==> config.mk <==
export PLATFORM = sky130hd
export DESIGN_NAME = atrd_div
export DESIGN_NICKNAME = d
export VERILOG_FILES = /design/src/design/adaptive_ternary_range_decoder_assert.svh /design/src/design/atrd_pkg.sv /design/src/design/atrd_div.sv
export SDC_FILE = /design/constraint.sdc
export NUM_CORES = 1
export LEC_CHECK = 0
export BUFFER_PORTS_ARGS = -buffer_cell sky130_fd_sc_hd__buf_2
export CORE_UTILIZATION = 48
export DETAILED_ROUTE_END_ITERATION = 8
export HOLD_SLACK_MARGIN = 0.15
export PLACE_DENSITY = 0.74
export SYNTH_ARGS = -nofsm -noshare
export SYNTH_HDL_FRONTEND = slang
export SYNTH_SLANG_ARGS = --single-unit
export TNS_END_PERCENT = 1
==> constraint.sdc <==
create_clock -name clk -period 3.45 [get_ports clk]
set_input_delay 0.345 -clock clk [delete_from_list [all_inputs] [get_ports clk]]
set_output_delay 0.345 -clock clk [all_outputs]
set_load 0.005 [all_outputs]
==> src/design/adaptive_ternary_range_decoder_assert.svh <==
`ifndef ADAPTIVE_TERNARY_RANGE_DECODER_ASSERT_SVH
`define ADAPTIVE_TERNARY_RANGE_DECODER_ASSERT_SVH
// assertion macros
`ifndef ASSERT_OFF
`define ATRD_ASSERT_IMP(label, clk, rst, a, b) \
  label: assert property (@(posedge clk) disable iff (rst) (a) |-> (b)) \
    else $error("assertion failed");
`define ATRD_ASSERT_NXT(label, clk, rst, a, b) \
  label: assert property (@(posedge clk) disable iff (rst) (a) |=> (b)) \
    else $error("assertion failed");
`else
`define ATRD_ASSERT_IMP(label, clk, rst, a, b)
`define ATRD_ASSERT_NXT(label, clk, rst, a, b)
`endif
`endif

==> src/design/atrd_pkg.sv <==
`default_nettype none
package atrd_pkg;
  localparam int FirstDepth = 512;
  localparam int SecondDepth = 4096;
  localparam int FirstAw = $clog2(FirstDepth);
  localparam int SecondAw = $clog2(SecondDepth);
  localparam logic [12:0] FreqMax = 13'd8191;

  typedef enum logic [1:0] {
    MODE_RESET = 2'd0, MODE_INIT = 2'd1, MODE_PUSH = 2'd2, MODE_DECODE = 2'd3
  } mode_t;

  typedef enum logic [1:0] {
    ERR_OK = 2'd0, ERR_BYTE = 2'd1, ERR_EARLY = 2'd2
  } err_t;

  localparam logic CFG_FIRST = 1'b0;
  localparam logic CFG_SECOND = 1'b1;

  typedef enum logic [4:0] {
    S_IDLE, S_CLEAR, S_DEC0, S_DEC1, S_DEC2, S_DEC3, S_NORM, S_HRD, S_HWAIT,
    S_UPD, S_RS0, S_RS1, S_DIV, S_RS2, S_RS3, S_RS4, S_OUT
  } state_t;

  typedef struct packed {
    logic        start;
    logic [14:0] total;
  } div_req_t;

  typedef struct packed {
    logic        busy;
    logic        done;
    logic [31:0] quot;
  } div_rsp_t;
endpackage
`default_nettype wire

==> src/design/atrd_div.sv <==
`default_nettype none
module atrd_div
  import atrd_pkg::*;
(
  input  wire logic     clk,
  input  wire logic     rst,
  input  wire div_req_t req,
  output div_rsp_t      rsp
);
  logic [5:0]  cnt;
  logic [15:0] rem;
  logic [14:0] den;
  logic [31:0] quot;
  logic [15:0] trial;
  logic        num_bit;

  always_comb begin
    num_bit = (cnt == 6'd32);
    trial = {rem[14:0], num_bit};
  end

  always_ff @(posedge clk) begin
    if (rst) begin
      cnt <= '0;
      rsp.busy <= 1'b0;
      rsp.done <= 1'b0;
    end else begin
      rsp.done <= 1'b0;
      if (req.start) begin
        cnt <= 6'd32;
        rem <= '0;
        den <= req.total;
        quot <= '0;
        rsp.busy <= (req.total != '0);
        rsp.done <= (req.total == '0);
      end else if (rsp.busy) begin
        if (trial >= {1'b0, den}) begin
          rem <= trial - {1'b0, den};
          quot <= {quot[30:0], 1'b1};
        end else begin
          rem <= trial;
          quot <= {quot[30:0], 1'b0};
        end
        cnt <= cnt - 6'd1;
        if (cnt == 6'd1) begin
          rsp.busy <= 1'b0;
          rsp.done <= 1'b1;
        end
      end
    end
  end
  assign rsp.quot = quot;
endmodule
`default_nettype wire

==> impl_metrics.json, run 1 <==
{
  "io_buffers": 51,
  "grt_pass1_wl_mm": 10.9,
  "vias_per_cell": 5.25,
  "grt_antenna_before_repair": 0,
  "ys_async_sr_fraction": 0,
  "power.density_nw_per_um2": 532,
  "ctsResizeCount": 0,
  "start_util": 0.505,
  "ir_drop_mv": 0.387,
  "htree_levels": 3,
  "ys_seq_elements": 70,
  "crit_buf_inv": 2,
  "die_w_um": 87.0,
  "hold_class": "input pin to register",
  "cts_buffers": 9,
  "timing.final.crit_share": 0.899,
  "drt_first_pass_iters": 5,
  "grt_overflow": 0,
  "yosys_warnings": 0,
  "wl_per_cell_um": 14.7,
  "cp.required_ns": 3.56,
  "crit_slowest_cell": "dfxtp_1",
  "nNetsFinal": 388,
  "rows": 30,
  "fin_setup_tns_ns": 0,
  "critical_path_arrival_ns": 3.21,
  "finalCriticalPeriod_ns": 3.10,
  "p_int_mw": 1.59,
  "synth_edf_count": 62,
  "placed_area_um2": 3840,
  "num_vias": 2371,
  "rsz0062_at_grt": "false",
  "n_antenna_cell": 0,
  "critPathKind": "register to register",
  "hpwl_mm": 4.50,
  "slowest_delay_ns": 0.40,
  "post-cts-setup-buffers": 0,
  "drc": 0,
  "grt_use_total": 0.193,
  "p_clk_frac": 0.333,
  "final_core_util": 0.591,
  "tightestPinTransition_ns": 0.613,
  "cts_root_buf": "clkbuf_8",
  "area_growth_pct": 17.1,
  "dieArea_um2": 7560,
  "core_um2": 6870,
  "insertion_delay_ns": 0.35,
  "synth_cell_types": 43,
  "p_seq_frac": 0.478,
  "crit_chain": "inv_1 -> ha_1 -> nand3_1 -> ha_1 -> fa_1 -> nand2b_1 -> a21oi_1 -> o21ai_0 -> nand2_1 -> a211o_2 -> buf_4 -> and2_1 -> a31o_2",
  "power_switching_mw": 0.570,
  "p_sw_frac": 0.264,
  "synth_ff_type": "edfxtp_1",
  "drv_cap": 0,
  "setup_ws_ns": 0.348,
  "finalSetupViolCount": 0,
  "startpoint_type": "register",
  "status": "finished, final reports clean",
  "path_max_fanout": 10,
  "cts_sinks": 70,
  "slew_headroom": 0.592,
  "yosysSeqAreaShare": 0.583,
  "gp_congestion": 0.856,
  "avgSynthCellArea_um2": 11.8,
  "fmax_ghz": 0.322,
  "critPathTopFamily": "compound AO/OA/AOI/OAI gates",
  "grt_pass1_vias": 2269,
  "cts_hold_buf": 0,
  "syn_inst": 293,
  "initialDrtViolationCount": 167,
  "syn-cell-area_um2": 3470,
  "die_h_um": 87.0,
  "ant_nets": 0,
  "total_power_mw": 2.16,
  "clockBufferDepth": 2,
  "power_leakage_nw": 1.66,
  "path_common_cell": "ha_1",
  "cts_tree": "done",
  "top_level_ports": 52,
  "wl_mm": 6.63,
  "final_area_um2": 4060,
  "pwr-share-comb": 0.189,
  "clkTransAtPathRegs_ns": 0.07,
  "slew_violations": 0,
  "grt_max_degree": 53,
  "drive_gt1_frac": 0.219,
  "synth_nets": 330,
  "fin_skew_ns": 0.0101,
  "dp_slack_ns": 0.317,
  "final-hold-violation-count": 0,
  "endpoint_kind": "register"
}
==> synthesized netlist by cell type, types with 3 or more instances <==
library cell | instances | area (um2)
a211oi_1 | 6 | 45.0
a21o_1 | 3 | 22.5
a21oi_1 | 12 | 60.1
a31oi_1 | 3 | 18.8
clkbuf_1 | 7 | 26.3
dfxtp_1 | 8 | 160
edfxtp_1 | 62 | 1860
ha_1 | 18 | 225
inv_1 | 20 | 75.1
mux2i_1 | 8 | 80.1
nand2_1 | 9 | 33.8
nand3_1 | 4 | 20.0
nor2_1 | 25 | 93.8
nor2b_1 | 35 | 219
nor3_1 | 11 | 55.1
nor4_1 | 4 | 25.0
o21ai_0 | 11 | 55.1
xnor2_1 | 9 | 78.8
xor2_1 | 6 | 52.6
==> cells in the final DEF (no fill, tap or decap), types with 3 or more instances in the layout <==
cell type   n
buf_4       5
a31oi_1     3
xnor2_1     9
nand3_1     4
nand2_1     9
mux2i_1     8
clkbuf_8    9
a21o_1      3
nor3_1     11
xor2_1      6
a211oi_1    6
a21oi_1    12
ha_1       18
edfxtp_1   62
nor2_1     24
inv_1      20
buf_2      51
o21ai_0    11
nor2b_1    35
nor4_1      4
dfxtp_1     8
==> final cells by class <==
cell class,count,area [um2]
inverter,20,75.1
tap,96,120
multi-input combinational,194,1340
timing repair buffer,56,293
clock inverter,6,86.3
fill,588,2810
clock buffer,10,128
sequential,70,2020
==> layer usage <==
layer	vias up	wire length [um]	global-route usage
met3	10	230	0.0474
met4	0	106	0.0864
met1	1125	3130	0.257
li1	1172	-	-
met5	-	0	0
met2	64	3160	0.301
==> power by group through the flow <==
stage	clock network, mW	logic, mW	registers [mW]
after floorplan	0	0.297	1.05
after global placement	0	0.390	1.05
after detailed placement	0	0.403	1.05
after CTS	0.737	0.407	1.03
after global routing	0.767	0.456	1.04
final	0.718	0.407	1.03
==> final timing paths <==
path | start | to | slack [ns] | cells after the start
worst max-delay path | cnt[0] | rem[13] | 0.35 | 13
worst min-delay path | req[4] | den[4] | 0.19 | 1
worst max register to register | cnt[0] | rem[13] | 0.35 | 13
worst min register to register | cnt[1] | cnt[1] | 0.52 | 2
==> state kept, by name (all words and copies together), names as in the netlist <==
signal  count
quot       32
den        15
rem        15
cnt         6
rsp         2
==> through the flow <==
step           cells  hold slack [ns]
6_report         452            0.189
5_1_grt          452            0.176
4_1_cts          452            0.181
3_5_place_dp     436            0.512
3_3_place_gp     436            0.502
2_1_floorplan    293            0.444
==> cells by family after synthesis <==
family	Yosys count	share of synthesized area
DFF	70	0.583
muxes	8	0.0231
AOI/OAI and AO/OA	47	0.0874
buffers and inverters	29	0.0339
adders and majority gates	19	0.0708
and+or+nand+nor	105	0.164
xor gates and xnor gates	15	0.0379
(Power assumes the default switching activity.)
==> inputs of run 2 (changes only) <==
==> constraint.sdc (replaced) <==
create_clock -name clk -period 3.45 [get_ports clk]
set_input_delay 1.035 -clock clk [delete_from_list [all_inputs] [get_ports clk]]
set_output_delay 1.035 -clock clk [all_outputs]
set_load 0.005 [all_outputs]
==> run 2 against run 1 <==
Against the previous run:
- combinational power is essentially flat
- cell count is the same
- sequential share of layout area grew 0.061 points
- utilization shrank 0.073 points
- via count is essentially flat
- power shrank 3.0%
- sequential cell count is the same
- fmax shrank 0.22%
- non-clock buffer count is the same
- sequential power is essentially flat
- critical endpoint is now rem[8]
- highest routed layer unchanged
- global-route usage shrank 0.54 points
- setup slack lost 0.0069 ns
- largest power group unchanged
==> impl_metrics.json, run 2 (synthesized netlist as in run 1, its figures left out) <==
{
  "crit_buf_inv": 1,
  "dieArea_um2": 7560,
  "core_um2": 6870,
  "ant_nets": 0,
  "crit_slowest_cell": "fa_1",
  "ir_drop_mv": 0.345,
  "fin_skew_ns": 0.00715,
  "endpoint_kind": "register",
  "wl_mm": 6.47,
  "wirelength_met1_mm": 3.02,
  "final-hold-violation-count": 0,
  "start_util": 0.505,
  "grt_antenna_before_repair": 0,
  "io_buffers": 51,
  "dp.cells": 436,
  "drive_gt1_frac": 0.216,
  "wl_per_cell_um": 14.3,
  "startpoint_type": "register",
  "grt_pass1_vias": 2260,
  "gp_congestion": 0.894,
  "cp.required_ns": 3.53,
  "largest_reg_flops": 32,
  "critPathTopFamily": "compound AO/OA/AOI/OAI gates",
  "insertion_delay_ns": 0.34,
  "htree_levels": 3,
  "total_power_mw": 2.09,
  "drv_cap": 0,
  "grt_use_total": 0.188,
  "final_common_cell": "edfxtp_1",
  "fill_cells": 565,
  "fmax_ghz": 0.322,
  "num_vias": 2369,
  "top_level_ports": 52,
  "nNetsFinal": 388,
  "hpwl_mm": 4.54,
  "rsz0062_at_grt": "false",
  "fin_setup_tns_ns": 0,
  "met3_length_um": 198,
  "hold_class": "register to register",
  "reg.largest.list": "quot: 32 flops, den: 15 flops, rem: 15 flops",
  "cts_tree": "done",
  "ctsResizeCount": 0,
  "n_antenna_cell": 0,
  "grt_pass1_wl_mm": 10.7,
  "finalSetupViolCount": 0,
  "drt_first_pass_iters": 6,
  "die_w_um": 87.0,
  "status": "finished, final reports clean",
  "vias_per_cell": 5.24,
  "finalCriticalPeriod_ns": 3.11,
  "critical_path_arrival_ns": 3.19,
  "post-cts-setup-buffers": 0,
  "slowest_delay_ns": 0.40,
  "power.density_nw_per_um2": 516,
  "power_leakage_nw": 1.65,
  "met2_length_mm": 3.13,
  "routed.top_layer": "met4",
  "clkTransAtPathRegs_ns": 0.08,
  "mostFrequentLayoutCells": "edfxtp_1 (62), buf_2 (51), nor2b_1 (35)",
  "cts_sinks": 70,
  "slew_violations": 0,
  "slew_headroom": 0.653,
  "cts_buffers": 9,
  "multiInputGateArea_um2": 1330,
  "regMostFlops": "quot",
  "fin_hold_ws_ns": 0.514,
  "clockBufferDepth": 2,
  "timing.final.crit_share": 0.901,
  "grt_overflow": 0,
  "rows": 30,
  "cts_root_buf": "clkbuf_8",
  "grt_max_degree": 48,
  "tightestPinTransition_ns": 0.513,
  "seq_area_um2": 2020,
  "path_max_fanout": 11,
  "cts_hold_buf": 0,
  "initialDrtViolationCount": 111,
  "die_h_um": 87.0,
  "crit_chain": "nor3_1 -> nand3_1 -> ha_1 -> fa_1 -> nand2b_1 -> a21oi_1 -> o21ai_0 -> nand2_1 -> a211o_1 -> buf_4 -> mux2i_1 -> nor2_1",
  "final_cells": 452,
  "critPathKind": "register to register",
  "drc": 0,
  "area_growth_pct": 17.0
}
-- run 2: changes by cell type in the layout (fill, tap and decap cells not counted) --
cell	change
a211o_1	+1
a211o_2	-1
clkinvlp_4	+2
buf_4	-1
buf_12	+1
bufinv_16	-1
clkinv_2	-2
clkinv_4	+1
-- run 2: final timing paths --
| path | startpoint | to | slack, ns | depth (start not counted) |
|---|---|---|---|---|
| max | cnt[2] | rem[8] | 0.34 | 12 |
| min | cnt[1] | cnt[1] | 0.51 | 2 |
| max reg2reg | cnt[2] | rem[8] | 0.34 | 12 |
| min reg2reg | cnt[1] | cnt[1] | 0.51 | 2 |
-- run 2: worst register-to-register path, delay by kind of cell, from the launching register on --
family	cells	cell delay (ns)
AOI/OAI and AO/OA	3	0.74
adders and majority gates	2	0.63
buffers and inverters	1	0.23
DFF	1	0.35
muxes	1	0.19
and+or+nand+nor	5	0.73
-- run 2: layout make-up --
type	instances	area share
Sequential cell	70	0.499
Multi-Input combinational cell	194	0.329
Timing Repair Buffer	56	0.0753
Clock buffer	10	0.0315
Tap cell	96	0.0296
Inverter	20	0.0185
Clock inverter	6	0.0173
-- run 2: where the power goes --
group	switching, mW	leakage (nW)	internal (mW)
Clock	0.319	0.0891	0.338
Sequential	0.0319	0.667	0.999
Combinational	0.223	0.894	0.181
-- run 2: metrics by stage --
| stage | worst slack (ns) | cell area, um2 | util |
|---|---|---|---|
| after global routing | 0.0425 | 4050 | 0.590 |
| final | 0.341 | 4050 | 0.590 |
| after detailed placement | 0.354 | 3860 | 0.561 |
| after floorplan | 0.163 | 3470 | - |
| after CTS | 0.319 | 4050 | 0.590 |
| after global placement | 0.432 | 3860 | 0.561 |
-- run 2: per-layer routing --
layer / vias up / global-route usage
met5: - / 0
met4: 0 / 0.0818
met3: 10 / 0.0379
met2: 54 / 0.296
met1: 1132 / 0.253
li1: 1173 / -
